--- config.mk ---
export PLATFORM = sky130hd
export DESIGN_NAME = rua_ctrl
export DESIGN_NICKNAME = d
export VERILOG_FILES = /design/src/rtl/core/rua_pkg.sv /design/src/rtl/core/rua_ctrl.sv
export SDC_FILE = /design/constraint.sdc
export NUM_CORES = 1
export LEC_CHECK = 0
export ABC_AREA = 1
export BUFFER_PORTS_ARGS = -buffer_cell sky130_fd_sc_hd__buf_2
export CORE_MARGIN = 3
export CORE_UTILIZATION = 25
export CTS_CLUSTER_DIAMETER = 120
export DETAILED_ROUTE_END_ITERATION = 8
export GPL_ROUTABILITY_DRIVEN = 0
export HOLD_SLACK_MARGIN = 0.1
export PLACE_DENSITY = 0.44
export SKIP_CTS_REPAIR_TIMING = 1
export SYNTH_ARGS = -nofsm -noshare
export SYNTH_HDL_FRONTEND = slang
export SYNTH_SLANG_ARGS = --single-unit
--- constraint.sdc ---
create_clock -name i_clk -period 1.2 [get_ports i_clk]
set_clock_uncertainty 0.15 [all_clocks]
set_input_delay 0.24 -clock i_clk [delete_from_list [all_inputs] [get_ports i_clk]]
set_output_delay 0.24 -clock i_clk [all_outputs]
set_load 0.02 [all_outputs]
--- src/rtl/core/rua_pkg.sv ---
// Shared types and constants for the rectangle union area sweep.
package rua_pkg;

    // Width of every y coordinate, span and covered length in the tree.
    localparam int SPAN_BITS = 16;
    // Value of the extent register after reset.
    localparam logic [SPAN_BITS-1:0] EXTENT_RESET = 16'h8000;

    // Datapath operations issued by the controller.
    typedef enum logic [3:0] {
        OP_NONE,
        OP_CLEAR,
        OP_RD_ROOT,
        OP_MUL,
        OP_ADD,
        OP_POP,
        OP_DESCEND,
        OP_FIN_RD,
        OP_FIN_CNT,
        OP_FIN_LLEN,
        OP_FIN_WR,
        OP_OUT
    } t_op;

    // Progress of a tree node held on the traversal stack.
    typedef enum logic [1:0] {
        PH_LEFT,
        PH_RIGHT,
        PH_DONE
    } t_phase;

    typedef struct packed {
        t_op  op;
        logic in_open;
        logic cfg_open;
    } t_cmd;

    typedef struct packed {
        logic   cfg_we;
        logic   in_take;
        logic   clear_last;
        logic   range_ok;
        logic   stack_empty;
        t_phase top_phase;
        logic   top_full;
        logic   top_disjoint;
        logic   out_free;
    } t_status;

endpackage

--- src/rtl/core/rua_ctrl.sv ---
// Controller: sequences clearing, area update and the tree traversal.
module rua_ctrl import rua_pkg::*; (
    input  logic    i_clk,
    input  logic    i_rst_n,
    input  t_status i_stat,
    output t_cmd    o_cmd
);

    typedef enum logic [3:0] {
        S_CLEAR,
        S_IDLE,
        S_ROOT_RD,
        S_MUL,
        S_ADD,
        S_VISIT,
        S_FIN_RD,
        S_FIN_CNT,
        S_FIN_LLEN,
        S_FIN_WR,
        S_END_RD,
        S_OUT
    } t_state;

    t_state r_state;
    t_state n_state;

    always_comb begin
        n_state        = r_state;
        o_cmd.op       = OP_NONE;
        o_cmd.in_open  = 1'b0;
        o_cmd.cfg_open = 1'b0;
        unique case (r_state)
            S_CLEAR: begin
                o_cmd.op       = OP_CLEAR;
                o_cmd.cfg_open = 1'b1;
                if (!i_stat.cfg_we && i_stat.clear_last) n_state = S_IDLE;
            end
            S_IDLE: begin
                o_cmd.in_open  = 1'b1;
                o_cmd.cfg_open = 1'b1;
                if (i_stat.cfg_we) begin
                    n_state = S_CLEAR;
                end else if (i_stat.in_take) begin
                    n_state = S_ROOT_RD;
                end
            end
            S_ROOT_RD: begin
                o_cmd.op = OP_RD_ROOT;
                n_state  = S_MUL;
            end
            S_MUL: begin
                o_cmd.op = OP_MUL;
                n_state  = S_ADD;
            end
            S_ADD: begin
                o_cmd.op = OP_ADD;
                n_state  = i_stat.range_ok ? S_VISIT : S_END_RD;
            end
            S_VISIT: begin
                if (i_stat.stack_empty) begin
                    n_state = S_END_RD;
                end else if (i_stat.top_phase == PH_DONE) begin
                    n_state = S_FIN_RD;
                end else if (i_stat.top_phase == PH_RIGHT) begin
                    o_cmd.op = OP_DESCEND;
                end else if (i_stat.top_disjoint) begin
                    o_cmd.op = OP_POP;
                end else if (i_stat.top_full) begin
                    n_state = S_FIN_RD;
                end else begin
                    o_cmd.op = OP_DESCEND;
                end
            end
            S_FIN_RD: begin
                o_cmd.op = OP_FIN_RD;
                n_state  = S_FIN_CNT;
            end
            S_FIN_CNT: begin
                o_cmd.op = OP_FIN_CNT;
                n_state  = S_FIN_LLEN;
            end
            S_FIN_LLEN: begin
                o_cmd.op = OP_FIN_LLEN;
                n_state  = S_FIN_WR;
            end
            S_FIN_WR: begin
                o_cmd.op = OP_FIN_WR;
                n_state  = S_VISIT;
            end
            S_END_RD: begin
                o_cmd.op = OP_RD_ROOT;
                n_state  = S_OUT;
            end
            S_OUT: begin
                if (i_stat.out_free) begin
                    o_cmd.op = OP_OUT;
                    n_state  = S_IDLE;
                end
            end
            default: n_state = S_IDLE;
        endcase
    end

    always_ff @(posedge i_clk) begin
        if (!i_rst_n) begin
            r_state <= S_CLEAR;
        end else begin
            r_state <= n_state;
        end
    end

endmodule

== Word level (Yosys, flattened, before mapping) ==
Cells that the tools add are included.
Storage, ports and cells
  logic and storage cells: 46
  register bits after elaboration: 4
  output and inout bits: 6
  bits of input ports: 12
Cells by class
  equal/unequal tests: 19
  muxes and demuxes: 20
  reductions and logical operators: 6
Operators with widths (number)
  $pmux W4 S12: 1
  $mux W4: 11
  $pmux W4 S10: 1
  $eq A4 B3 Y1 const B: 4
  $eq A4 B4 Y1 const B: 4
  $mux W3: 5
  $ne A4 B4 Y1 const B: 3
  $eq A4 B2 Y1 const B: 2
  $reduce_and A6 Y1: 1
  $eq A4 B1 Y1 const B: 1
  $logic_not A4 Y1: 1
  $ne A2 B2 Y1 const B: 2
  $reduce_or A2 Y1: 2
  $ne A3 B3 Y1 const B: 1
  $eq A2 B1 Y1 const B: 1
  $eq A2 B2 Y1 const B: 1
  $mux W1: 2
  $logic_and A1 B1 Y1: 1
  $logic_not A1 Y1: 1

== Depth between registers and ports, before layout ==
Gate-level depths: netlist of the first run.
  depth after elaboration: 6
  mapped depth: 9

== Worst setup path before layout of the first run ==
Ideal clock, no wire load.
  path type: reg2out
  start point: register r_state[2]
  end point: output o_cmd[3] (netlist name)
  cell stages (with the launch flop): 7
  setup slack: -0.445 ns
  required time: 0.810 ns
  arrival time: 1.255 ns
  path through: dfxtp_1 nand2_4 nor2_8 nand2_4 nor2_4 nand2_1 a31oi_1
RTL lines
  start, declared: RTL line rua_ctrl.sv:24  | t_state r_state;
  start signal, assigned: RTL line rua_ctrl.sv:108  | r_state <= n_state;
  end, declared: RTL line rua_ctrl.sv:6  | output t_cmd o_cmd

==> results of run 1 <==
[per-stage QoR]
stage | cell area (µm²) | util (%) | hold WS [ns] | setup TNS, ns | total power, mW
2_1_floorplan | 539 | - | 0.188 | -0.764 | 0.805
3_3_place_gp | 806 | 44.7 | 0.336 | -1.96 | 1.19
3_5_place_dp | 806 | 44.7 | 0.338 | -1.92 | 1.19
4_1_cts | 832 | 46.2 | 0.0838 | -3.44 | 1.38
5_1_grt | 890 | 49.4 | 0.106 | -3.84 | 1.61
6_report | 890 | 49.4 | 0.0862 | -3.07 | 1.47
[final cells by class]
| type | count | share of cell area, % |
|---|---|---|
| timing repair buffer | 38 | 29.0 |
| sequential | 4 | 10.7 |
| multi-input combinational | 63 | 45.3 |
| inverter | 19 | 8.58 |
| clock buffer | 4 | 2.95 |
| tap | 25 | 3.52 |
[how the worst max path moves through the flow]
stage                     startpoint  endpoint  slack, ns  depth (start not counted)
after floorplan           r_state[3]  o_cmd[3]      -0.23                          7
after global placement    r_state[1]  o_cmd[3]      -0.33                          8
after detailed placement  r_state[3]  o_cmd[3]      -0.33                          8
after CTS                 r_state[2]  o_cmd[3]      -0.59                          7
after global routing      r_state[0]  o_cmd[3]      -0.60                          7
final                     r_state[0]  o_cmd[3]      -0.52                          7
[worst reg2reg max path, delay by kind of cell, from the launching register on]
kind / cells / cell delay [ns]
buffers and inverters: 2 / 0.28
DFF: 1 / 0.40
and+or+nand+nor: 7 / 0.48
[power by group]
group | total (mW) | leakage, nW | switching, mW | internal (mW)
registers | 0.259 | 0.0356 | 0.0740 | 0.185
logic | 1.03 | 0.455 | 0.555 | 0.471
clock network | 0.185 | 0.0150 | 0.0599 | 0.125
total | 1.47 | 0.506 | 0.689 | 0.781
[cells by family (layout without fill, tap and decap cells)]
| logic type | after synthesis | count (layout) | synth area share [%] |
|---|---|---|---|
| AO/OA/AOI/OAI | 10 | 10 | 11.0 |
| AND/OR/NAND/NOR | 53 | 53 | 58.9 |
| flip-flops | 4 | 4 | 16.0 |
| buffers and inverters | 19 | 61 | 14.2 |
[per-layer routing]
metal,routed length (µm),vias up,global-route usage (%)
met1,738,277,17.7
li1,-,361,-
met2,779,12,23.0
met4,0,0,5.38
met3,50,0,1.78
met5,0,-,0
[cell usage in the layout, fill, tap and decap left out]
master	netlist	final
buf_6	0	2
inv_1	15	13
a31oi_4	0	1
nand4_4	0	1
o22ai_1	1	1
inv_2	4	4
buf_4	0	22
nor2_1	5	4
nand3_1	9	9
or2_2	1	1
buf_2	0	14
nor2_4	2	3
nand2_1	22	19
clkbuf_1	0	1
nor2_2	5	5
o21ai_0	4	3
inv_4	0	2
nand2_4	2	3
a21oi_1	3	3
o21ai_2	0	1
nor3_1	1	1
nand4_1	2	2
nor2_8	1	1
clkbuf_4	0	3
a22oi_2	0	1
dfxtp_4	0	4
nand3_2	1	1
nand2_2	1	3
[synthesized netlist by cell type, drive strengths merged]
cell type,instances
nand4,3
o21ai,4
o22ai,1
nand2,25
inv,19
nand3,10
a22oi,1
dfxtp,4
a31oi,1
a21oi,3
or2,1
nor3,1
nor2,13
==> flow_metrics.py, run 1 <==
metrics = {
    "timing": {
        "final-max-slew-violation-count": 0,
        "layout_min_cycle_time_ns": 1.72,
        "maxSlewHeadroom_pct": 83.9,
        "fin_crit_sh_pct": 143,
        "setup_ws_ns": -0.522,
        "max_freq_mhz": 581,
        "hold_viol_final": 0,
        "finalSetupViolations": 10,
        "tightest_slew_ns": 0.241,
        "rsz0062_at_grt": "true",
    },
    "setup_path": {
        "worstReg2RegEnd": "r_state[1]",
        "cp.arrival_ns": 1.33,
        "crit_type": "flop to output port",
        "critPathMaxFanout": 7,
        "critPathCaptureType": "output port",
        "crit_family": "simple AND/OR/NAND/NOR gates",
        "cp.buffers_inverters": 1,
        "reg2reg_setup_slack_ns": -0.23,
        "slowest_delay_ns": 0.40,
        "rr_startpoint": "r_state[0]",
        "startpoint_type": "flop",
        "slowest_stage": "dfxtp_4",
        "cp.required_ns": 0.81,
        "crit_top_cell": "nand2_4",
        "rr_worst_depth": 9,
        "path_cells": "nand2_4 > nor2_8 > nand2_4 > nor2_4 > nand2_2 > a31oi_4 > buf_6",
    },
    "clocking": {
        "cts_tree": "built",
        "cts-root-buf": "clkbuf_4",
        "clockBufferDepth": 2,
        "path_clk_slew_ns": 0.05,
        "clk_latency_ns": 0.24,
        "htreeDepth": 1,
        "clock-sinks": 4,
        "numCtsBuffers": 3,
    },
    "min_path": {
        "hold_start": "i_rst_n",
        "min_path_type": "input pin to flop",
        "whs_endpoint": "r_state[2]",
        "whs_path_depth": 3,
    },
    "yosys": {
        "ys_warn_count": 0,
        "syn-num-nets": 98,
        "synthTopCellsByArea": "nand2_1, dfxtp_1, inv_1, nand3_1, nor2_2",
        "ys_seq_area_share_pct": 16.0,
        "synthCells": 86,
        "syn_area_um2": 502,
        "yosys_register_bits": 4,
        "synth.avg_cell_area_um2": 5.83,
        "synth_area_leader_cell": "nand2_1",
        "yosysTopAreaCellShare_pct": 16.5,
        "synth.distinct_cells": 21,
    },
    "floorplan": {
        "row_count": 15,
        "ios": 18,
        "start_util_pct": 27.8,
        "dieArea_um2": 2580,
        "die_x_um": 50.8,
        "core_um2": 1800,
        "die_h_um": 50.8,
    },
    "drt": {
        "dr.pass1.iters": 4,
        "wire_per_inst_um": 10.2,
        "via_per_inst": 4.25,
        "antenna_left": 0,
        "wl_mm": 1.57,
        "num_vias": 650,
        "drt_iter0_drc": 6,
        "drc_errors": 0,
    },
    "cells_and_area": {
        "reg_top3": "r_state: 4 flops",
        "nets": 141,
        "multiInputGateArea_um2": 403,
        "area_growth_pct": 77.3,
        "largest_reg_flops": 4,
        "stdcell_count": 153,
        "top_register": "r_state",
        "drive_gt1_share_pct": 56.3,
        "seq_area_um2": 95.1,
        "diodes": 0,
        "fillCellCount": 204,
    },
    "global_routing": {
        "gr-total-overflow": 0,
        "grt_pass1_vias": 687,
        "grt_max_degree": 8,
        "grt_pass1_wl_mm": 2.73,
        "grt_usage_pct": 13.8,
        "antenna_found_initial": 0,
    },
    "power": {
        "cellLeakagePower_nw": 0.506,
        "vdd.ir_drop.worst_mv": 0.647,
        "p_per_area_nw_per_um2": 1650,
    },
    "run": {
        "maxCapViolCount": 0,
    },
    "placed_design": {
        "port_buffers": 17,
        "dp.cells": 148,
        "post-place-ws_ns": -0.333,
        "dp_hpwl_mm": 1.33,
    },
    "run_status": {
        "outcome": "finished, violations left",
        "violations": "setup timing",
    },
}
No activity file was read; power rests on OpenSTA's default activity.
==> run 2, diff against run 1 <==
clock period = 1.5 ns   (was 1.2 ns; I/O delays follow)
==> flow_metrics.py, run 2 (synthesis gave the netlist of run 1 again) <==
metrics = {
    "run_status": {
        "outcome": "finished, violations left",
        "violations": "setup timing",
    },
    "run": {
        "maxCapViolCount": 0,
    },
    "min_path": {
        "min_path_type": "input pin to flop",
        "whs_endpoint": "r_state[3]",
        "hold_start": "i_rst_n",
        "whs_path_depth": 3,
    },
    "global_routing": {
        "grt_usage_pct": 14.4,
        "gr-total-overflow": 0,
        "grt_pass1_vias": 672,
        "grt_max_degree": 6,
        "antenna_found_initial": 0,
        "grt_pass1_wl_mm": 2.79,
    },
    "setup_path": {
        "worstReg2RegEnd": "r_state[1]",
        "cp.required_ns": 1.05,
        "crit_type": "flop to output port",
        "rr_worst_depth": 10,
        "critPathCaptureType": "output port",
        "startpoint_type": "flop",
        "critPathMaxFanout": 5,
        "reg2reg_setup_slack_ns": 0.05,
        "crit_path_start": "r_state[1]",
        "rr_startpoint": "r_state[2]",
        "cp.arrival_ns": 1.35,
    },
    "clocking": {
        "htreeDepth": 1,
        "cts-root-buf": "clkbuf_4",
        "numCtsBuffers": 3,
        "clk_latency_ns": 0.24,
        "cts_tree": "built",
        "path_clk_slew_ns": 0.04,
        "clock-sinks": 4,
        "clockBufferDepth": 2,
    },
    "cells_and_area": {
        "final_common_cell": "buf_4",
        "stdcell_count": 156,
        "area_growth_pct": 83.5,
        "fillCellCount": 205,
        "layout_common_cells": "buf_4, nand2_1, inv_1",
        "diodes": 0,
        "drive_gt1_share_pct": 58.8,
        "reg_top3": "r_state: 4 flops",
        "nets": 145,
        "largest_reg_flops": 4,
        "top_register": "r_state",
    },
    "timing": {
        "finalSetupViolations": 5,
        "fin_crit_sh_pct": 120,
        "hold_viol_final": 0,
        "tightest_slew_ns": 0.244,
        "rsz0062_at_grt": "true",
        "layout_min_cycle_time_ns": 1.80,
        "maxSlewHeadroom_pct": 83.7,
        "max_freq_mhz": 556,
        "setup_ws_ns": -0.298,
        "final-max-slew-violation-count": 0,
    },
    "drt": {
        "antenna_left": 0,
        "drc_errors": 0,
        "via_per_inst": 4.33,
        "drt_iter0_drc": 5,
        "num_vias": 675,
        "dr.pass1.iters": 3,
        "wire_per_inst_um": 10.1,
        "wl_mm": 1.58,
    },
    "floorplan": {
        "ios": 18,
        "row_count": 15,
        "die_h_um": 50.8,
        "core_um2": 1800,
        "start_util_pct": 27.8,
        "die_x_um": 50.8,
        "dieArea_um2": 2580,
    },
    "power": {
        "totalPowerFinal_mw": 1.23,
        "p_per_area_nw_per_um2": 1340,
        "vdd.ir_drop.worst_mv": 0.826,
        "cellLeakagePower_nw": 0.536,
    },
    "placed_design": {
        "port_buffers": 17,
        "dp.cells": 150,
        "dp_hpwl_mm": 1.35,
    },
}
[run 2: final cells by class]
type	instances	area, µm²	area share, %
Sequential cell	4	95.1	10.3
Inverter	19	76.3	8.29
Timing Repair Buffer	42	287	31.1
Multi-Input combinational cell	63	409	44.4
Clock buffer	3	22.5	2.45
Tap cell	25	31.3	3.40
[run 2: per-layer routing]
layer / vias to the layer above / track usage (%) / part of all wire, %
met2: 16 / 23.9 / 48
met1: 295 / 18.1 / 47
met3: 0 / 4.75 / 4.7
li1: 364 / - / -
met4: 0 / 2.69 / 0
met5: - / 0 / 0
[run 2: worst max-delay path by stage]
stage / endpoint / slack, ns / cells past startpoint
2_1_floorplan: o_cmd[3] / 0.01 / 7
3_3_place_gp: o_cmd[3] / -0.12 / 8
3_5_place_dp: o_cmd[3] / -0.11 / 8
4_1_cts: o_cmd[3] / -0.37 / 8
5_1_grt: o_cmd[3] / -0.38 / 8
6_report: o_cmd[3] / -0.30 / 8
[run 2: power breakdown]
group          total [mW]  internal (mW)  switching (mW)
clock network       0.134         0.0895          0.0447
registers           0.203          0.148          0.0550
logic               0.896          0.428           0.467
[run 2: critical path: stages (launching register included)]
cell	delay (ns)
dfxtp_4	0.36
inv_4	0.07
nand2_4	0.06
nor2_8	0.11
nand2_4	0.06
nor2_4	0.09
nand2_2	0.07
a31oi_4	0.16
buf_6	0.13
[run 2: through the flow]
| step | setup WS, ns | hold WS [ns] | utilization [%] | TNS, ns | instance area, µm² |
|---|---|---|---|---|---|
| 6_report | -0.298 | 0.152 | 51.1 | -1.16 | 921 |
| 5_1_grt | -0.381 | 0.170 | 51.1 | -1.76 | 921 |
| 4_1_cts | -0.369 | 0.148 | 46.4 | -1.49 | 836 |
| 3_5_place_dp | -0.109 | 0.384 | 45.1 | -0.268 | 813 |
| 3_3_place_gp | -0.117 | 0.389 | 45.1 | -0.288 | 813 |
| 2_1_floorplan | 0.0102 | 0.248 | - | 0 | 532 |
